## config.mk

```make
export PLATFORM = sky130hd
export DESIGN_NAME = bfse_ctrl
export DESIGN_NICKNAME = d
export VERILOG_FILES = /design/src/design/bfse_pkg.sv /design/src/design/bfse_ctrl.sv
export SDC_FILE = /design/constraint.sdc
export NUM_CORES = 1
export LEC_CHECK = 0
export CAP_MARGIN = 15
export CORE_AREA = 5 5 42 44
export DETAILED_ROUTE_END_ITERATION = 10
export DIE_AREA = 0 0 47 49
export DONT_BUFFER_PORTS = 1
export PLACE_DENSITY = 0.3
export SETUP_SLACK_MARGIN = 0.3
export SKIP_CTS_REPAIR_TIMING = 1
export SYNTH_ARGS = -nofsm -noshare
export SYNTH_HDL_FRONTEND = slang
export SYNTH_SLANG_ARGS = --single-unit
```

## constraint.sdc

```tcl
create_clock -name i_clk -period 0.8 [get_ports i_clk]
set_input_delay 0.08 -clock i_clk [delete_from_list [all_inputs] [get_ports i_clk]]
set_output_delay 0.08 -clock i_clk [all_outputs]
set_load 0.005 [all_outputs]
```

## src/design/bfse_pkg.sv

```systemverilog
package bfse_pkg;

    // Memory depths. Both must be powers of two, so that wrapping is a plain
    // truncation of the address.
    localparam int PROG_DEPTH = 4096;
    localparam int TAPE_DEPTH = 32768;

    localparam int PC_W   = $clog2(PROG_DEPTH);
    localparam int HEAD_W = $clog2(TAPE_DEPTH);

    // Fixed field widths of the stream payload.
    localparam int ADDR_FIELD_W = 12;
    localparam int OPC_W        = 3;
    localparam int ARG_W        = 16;
    localparam int BYTE_W       = 8;
    localparam int WORD_W       = OPC_W + ARG_W;
    localparam int IN_DATA_W    = 48;
    localparam int OUT_DATA_W   = 24;

    localparam logic KIND_LOAD = 1'b0;
    localparam logic KIND_STEP = 1'b1;

    typedef enum logic [OPC_W-1:0] {
        OP_OPEN  = 3'd0,
        OP_CLOSE = 3'd1,
        OP_RIGHT = 3'd2,
        OP_LEFT  = 3'd3,
        OP_ADD   = 3'd4,
        OP_GET   = 3'd5,
        OP_PUT   = 3'd6,
        OP_STOP  = 3'd7
    } t_bfse_op;

    typedef enum logic [1:0] {
        ST_CLEAR,
        ST_IDLE,
        ST_EXEC
    } t_bfse_state;

    // Commands from the controller to the datapath.
    typedef struct packed {
        logic clr_wr;   // write one zero cell of the clearing pass
        logic load;     // write a program word, post the load result
        logic start;    // latch step inputs, issue program and tape reads
        logic exec;     // execute the fetched instruction, post the result
    } t_bfse_cmd;

    // Status from the datapath to the controller.
    typedef struct packed {
        logic clr_last; // clearing pass is at the last tape cell
        logic out_free; // output register is empty or drains this cycle
    } t_bfse_sts;

endpackage

```

## src/design/bfse_ctrl.sv

```systemverilog
module bfse_ctrl (
    input  logic                i_clk,
    input  logic                i_rst_n,
    input  logic                i_s_tvalid,
    input  logic                i_s_kind,
    input  bfse_pkg::t_bfse_sts i_sts,
    output logic                o_s_tready,
    output bfse_pkg::t_bfse_cmd o_cmd
);

    import bfse_pkg::*;

    t_bfse_state r_state;
    t_bfse_state n_state;

    always_ff @(posedge i_clk) begin
        if (!i_rst_n) begin
            r_state <= ST_CLEAR;
        end else begin
            r_state <= n_state;
        end
    end

    always_comb begin
        n_state    = r_state;
        o_s_tready = 1'b0;
        o_cmd      = '0;
        unique case (r_state)
            ST_CLEAR: begin
                o_cmd.clr_wr = 1'b1;
                if (i_sts.clr_last) begin
                    n_state = ST_IDLE;
                end
            end
            ST_IDLE: begin
                o_s_tready = i_sts.out_free;
                if (i_s_tvalid && i_sts.out_free) begin
                    if (i_s_kind == KIND_STEP) begin
                        o_cmd.start = 1'b1;
                        n_state     = ST_EXEC;
                    end else begin
                        o_cmd.load = 1'b1;
                    end
                end
            end
            ST_EXEC: begin
                o_cmd.exec = 1'b1;
                n_state    = ST_IDLE;
            end
            default: begin
                n_state = ST_CLEAR;
            end
        endcase
    end

endmodule

```

==> flow_results.xml <==
<?xml version="1.0" encoding="UTF-8"?>
<metrics>
  <group name="run_status">
    <metric name="status" unit="">finished, violations left</metric>
    <metric name="failed_checks" unit="">negative setup slack</metric>
  </group>
  <group name="logic_synthesis">
    <metric name="synth.net_count" unit="">21</metric>
    <metric name="total_of_warnings_raised_by_yosys" unit="">0</metric>
    <metric name="flops_latches_synth" unit="">2</metric>
    <metric name="synth.area.top_cells" unit="">dfxtp_1 (31%), nand4b_2 (12%), nor2_1 (12%)</metric>
    <metric name="synth.top_cell.area_share" unit="%">31.07</metric>
    <metric name="yosys-top-cells-count" unit="">nor2_1 (4), dfxtp_1 (2), inv_1 (2)</metric>
    <metric name="postSynth.asyncResetShare" unit="%">0</metric>
    <metric name="postSynthAreaPerCell" unit="um^2">8.592</metric>
    <metric name="netlist_area" unit="um^2">128.9</metric>
    <metric name="post-synth-top-count-cell" unit="">nor2_1</metric>
    <metric name="synth_edf_count" unit="">0</metric>
    <metric name="netlist-cell-type-count" unit="">10</metric>
    <metric name="post_synth_top_flop" unit="">dfxtp_1</metric>
    <metric name="synth.largest_area_cell" unit="">dfxtp_1</metric>
    <metric name="sequential_fraction_of_the_synthesis_area" unit="%">31.07</metric>
    <metric name="synthesis.instances" unit="">15</metric>
  </group>
  <group name="worst_setup_path">
    <metric name="critPathLaunchType" unit="">flop</metric>
    <metric name="critPathKind" unit="">flop to output port</metric>
    <metric name="cp_data_arrival_time" unit="ns">0.89</metric>
    <metric name="critPathCaptureType" unit="">output port</metric>
    <metric name="cp_data_required_time" unit="ns">0.72</metric>
    <metric name="critical_path_peak_fanout" unit="">6</metric>
  </group>
  <group name="cells_and_area">
    <metric name="largest_reg_flops" unit="">2</metric>
    <metric name="top_register" unit="">r_state</metric>
    <metric name="area.growth.synth_to_final" unit="%">68.93</metric>
    <metric name="post-route-util" unit="%">15.54</metric>
    <metric name="nets" unit="">27</metric>
    <metric name="fillCellCount" unit="">173</metric>
    <metric name="layout-drive-gt1-share" unit="%">60.00</metric>
    <metric name="top_regs" unit="">r_state: 2 flops</metric>
    <metric name="antenna_cells_inserted" unit="">0</metric>
  </group>
  <group name="timing">
    <metric name="fin_crit" unit="ns">0.9676</metric>
    <metric name="max_clk_rate" unit="MHz">1034</metric>
    <metric name="fin_ws" unit="ns">-0.1676</metric>
    <metric name="finalSetupViolCount" unit="">6</metric>
    <metric name="max_slew_margin" unit="%">85.63</metric>
    <metric name="layout_worst_path_cycle_share" unit="%">120.9</metric>
    <metric name="fin_tns_setup" unit="ns">-0.6274</metric>
    <metric name="timing_worst_slew_pin_value" unit="ns">0.2148</metric>
    <metric name="rsz0062_at_grt" unit="">yes</metric>
    <metric name="hold_viol_final" unit="">0</metric>
    <metric name="final-max-slew-violation-count" unit="">0</metric>
    <metric name="clock_skew" unit="ns">0.004485</metric>
  </group>
  <group name="clock_network">
    <metric name="clk_latency" unit="ns">0.23</metric>
    <metric name="cts_tree" unit="">yes</metric>
    <metric name="cts-buffers-inserted" unit="">3</metric>
    <metric name="cts_root_buffer" unit="">clkbuf_4</metric>
    <metric name="worst_setup_hold_path_clk_slew" unit="ns">0.04</metric>
    <metric name="cts.htree.levels" unit="">1</metric>
    <metric name="clock_sinks" unit="">2</metric>
    <metric name="ctsLongestPathBuffers" unit="">2</metric>
  </group>
  <group name="global_route">
    <metric name="first_global_vias" unit="">140</metric>
    <metric name="global_route_total_usage_across_every_layer" unit="%">4.290</metric>
    <metric name="grt_pass1_wl" unit="um">558</metric>
    <metric name="grt_start_max_net_pins" unit="">7</metric>
    <metric name="initial_antenna_violation_count" unit="">0</metric>
    <metric name="grt-ovfl-total" unit="">0</metric>
  </group>
  <group name="route">
    <metric name="met1Wirelength" unit="um">182</metric>
    <metric name="drt_pre_antenna_iters" unit="">1</metric>
    <metric name="detail-route-antenna-nets" unit="">0</metric>
    <metric name="drc_violation_count_after_routing" unit="">0</metric>
    <metric name="postRouteWirelength" unit="um">421</metric>
    <metric name="wl_met3" unit="um">95</metric>
    <metric name="detail_route.vias_per_cell" unit="">3.639</metric>
    <metric name="routed.top_layer" unit="">met3</metric>
    <metric name="drt_first_iter_violations" unit="">0</metric>
    <metric name="met2WireLength" unit="um">144</metric>
    <metric name="drt-wirelength-per-cell" unit="um">11.69</metric>
    <metric name="vias" unit="">131</metric>
  </group>
  <group name="power">
    <metric name="power.density" unit="mW/mm^2">1951</metric>
    <metric name="p_leak" unit="uW">0.00009262</metric>
    <metric name="report.power.total" unit="uW">424.7</metric>
    <metric name="max-vdd-ir-drop" unit="mV">0.4081</metric>
  </group>
  <group name="placed_design">
    <metric name="dp_worst_setup_slack" unit="ns">0.03790</metric>
    <metric name="place.gp.congestion" unit="">0.6857</metric>
    <metric name="port-buffer-count" unit="">0</metric>
  </group>
  <group name="floorplanning">
    <metric name="dieHeight" unit="um">49</metric>
    <metric name="die_outline_area" unit="mm^2">0.002303</metric>
    <metric name="core_area" unit="mm^2">0.001401</metric>
    <metric name="die_x" unit="um">47</metric>
    <metric name="floorplan.rows" unit="">14</metric>
    <metric name="io-pin-count" unit="">11</metric>
    <metric name="initial_core_util" unit="%">9.196</metric>
  </group>
  <group name="flow_run">
    <metric name="cap_violations" unit="">0</metric>
  </group>
  <group name="min_path">
    <metric name="path_category_of_the_worst_min_delay_check" unit="">input pin to flop</metric>
  </group>
</metrics>
-- routing by layer --
| layer | global-route usage [%] | up-vias |
|---|---|---|
| met4 | 6.912 | 0 |
| li1 | - | 62 |
| met1 | 4.376 | 58 |
| met2 | 2.941 | 11 |
| met5 | 0 | - |
| met3 | 4.797 | 0 |
-- logic make-up (layout without fill, tap and decap cells) --
kind of cell,Yosys count,in the layout,share of synthesized area (%)
simple gates,10,10,56.31
flops,2,2,31.07
compound gates,1,1,6.797
buf+inv,2,7,5.827
-- per-stage QoR --
stage / hold slack [ns] / std cells / instance area [um^2]
after floorplan: 0.1911 / 15 / 145.1
after global placement: 0.1981 / 31 / 165.2
after detailed placement: 0.1956 / 31 / 165.2
after CTS: -0.002397 / 35 / 191.4
after global routing: 0.01466 / 36 / 217.7
final: 0.01416 / 36 / 217.7
-- power breakdown --
group | internal, uW | switching, uW
clock | 186 | 72.1
combinational | 21.3 | 23.1
sequential | 109 | 12.9
total | 317 | 108
-- final cells by class --
cell class / instances / area [um^2] / share of cell area (%)
multi-input combinational: 11 / 111.4 / 51.15
timing repair buffer: 1 / 7.507 / 3.448
sequential: 2 / 45.04 / 20.69
inverter: 2 / 7.507 / 3.448
tap: 16 / 20.02 / 9.195
clock buffer: 4 / 26.28 / 12.07
-- path summary, 6_finish.rpt --
check / startpoint / to / slack, ns / cells after the start
setup / recovery: r_state[1] / o_cmd[1] / -0.17 / 2
hold / removal: i_rst_n / r_state[0] / 0.01 / 2
setup reg to reg: r_state[1] / r_state[1] / -0.08 / 3
hold reg to reg: r_state[0] / r_state[0] / 0.50 / 1
-- cell usage in the layout (no fill, tap or decap) --
cell,n
clkbuf_4,3
inv_1,2
nor2_4,2
nor2_1,2
nand4b_4,1
and2b_2,1
and3b_2,1
and3_1,1
nand3b_1,1
o32ai_1,1
nor3_4,1
clkbuf_1,1
dfxtp_4,1
dfxtp_2,1
buf_4,1
-- worst max-delay path, stage by stage, from the launching register on --
cell and delay (ns):
dfxtp_2 0.34, nand4b_4 0.21, nor2_4 0.11
Note: power is estimated with default switching activity, not from simulation.
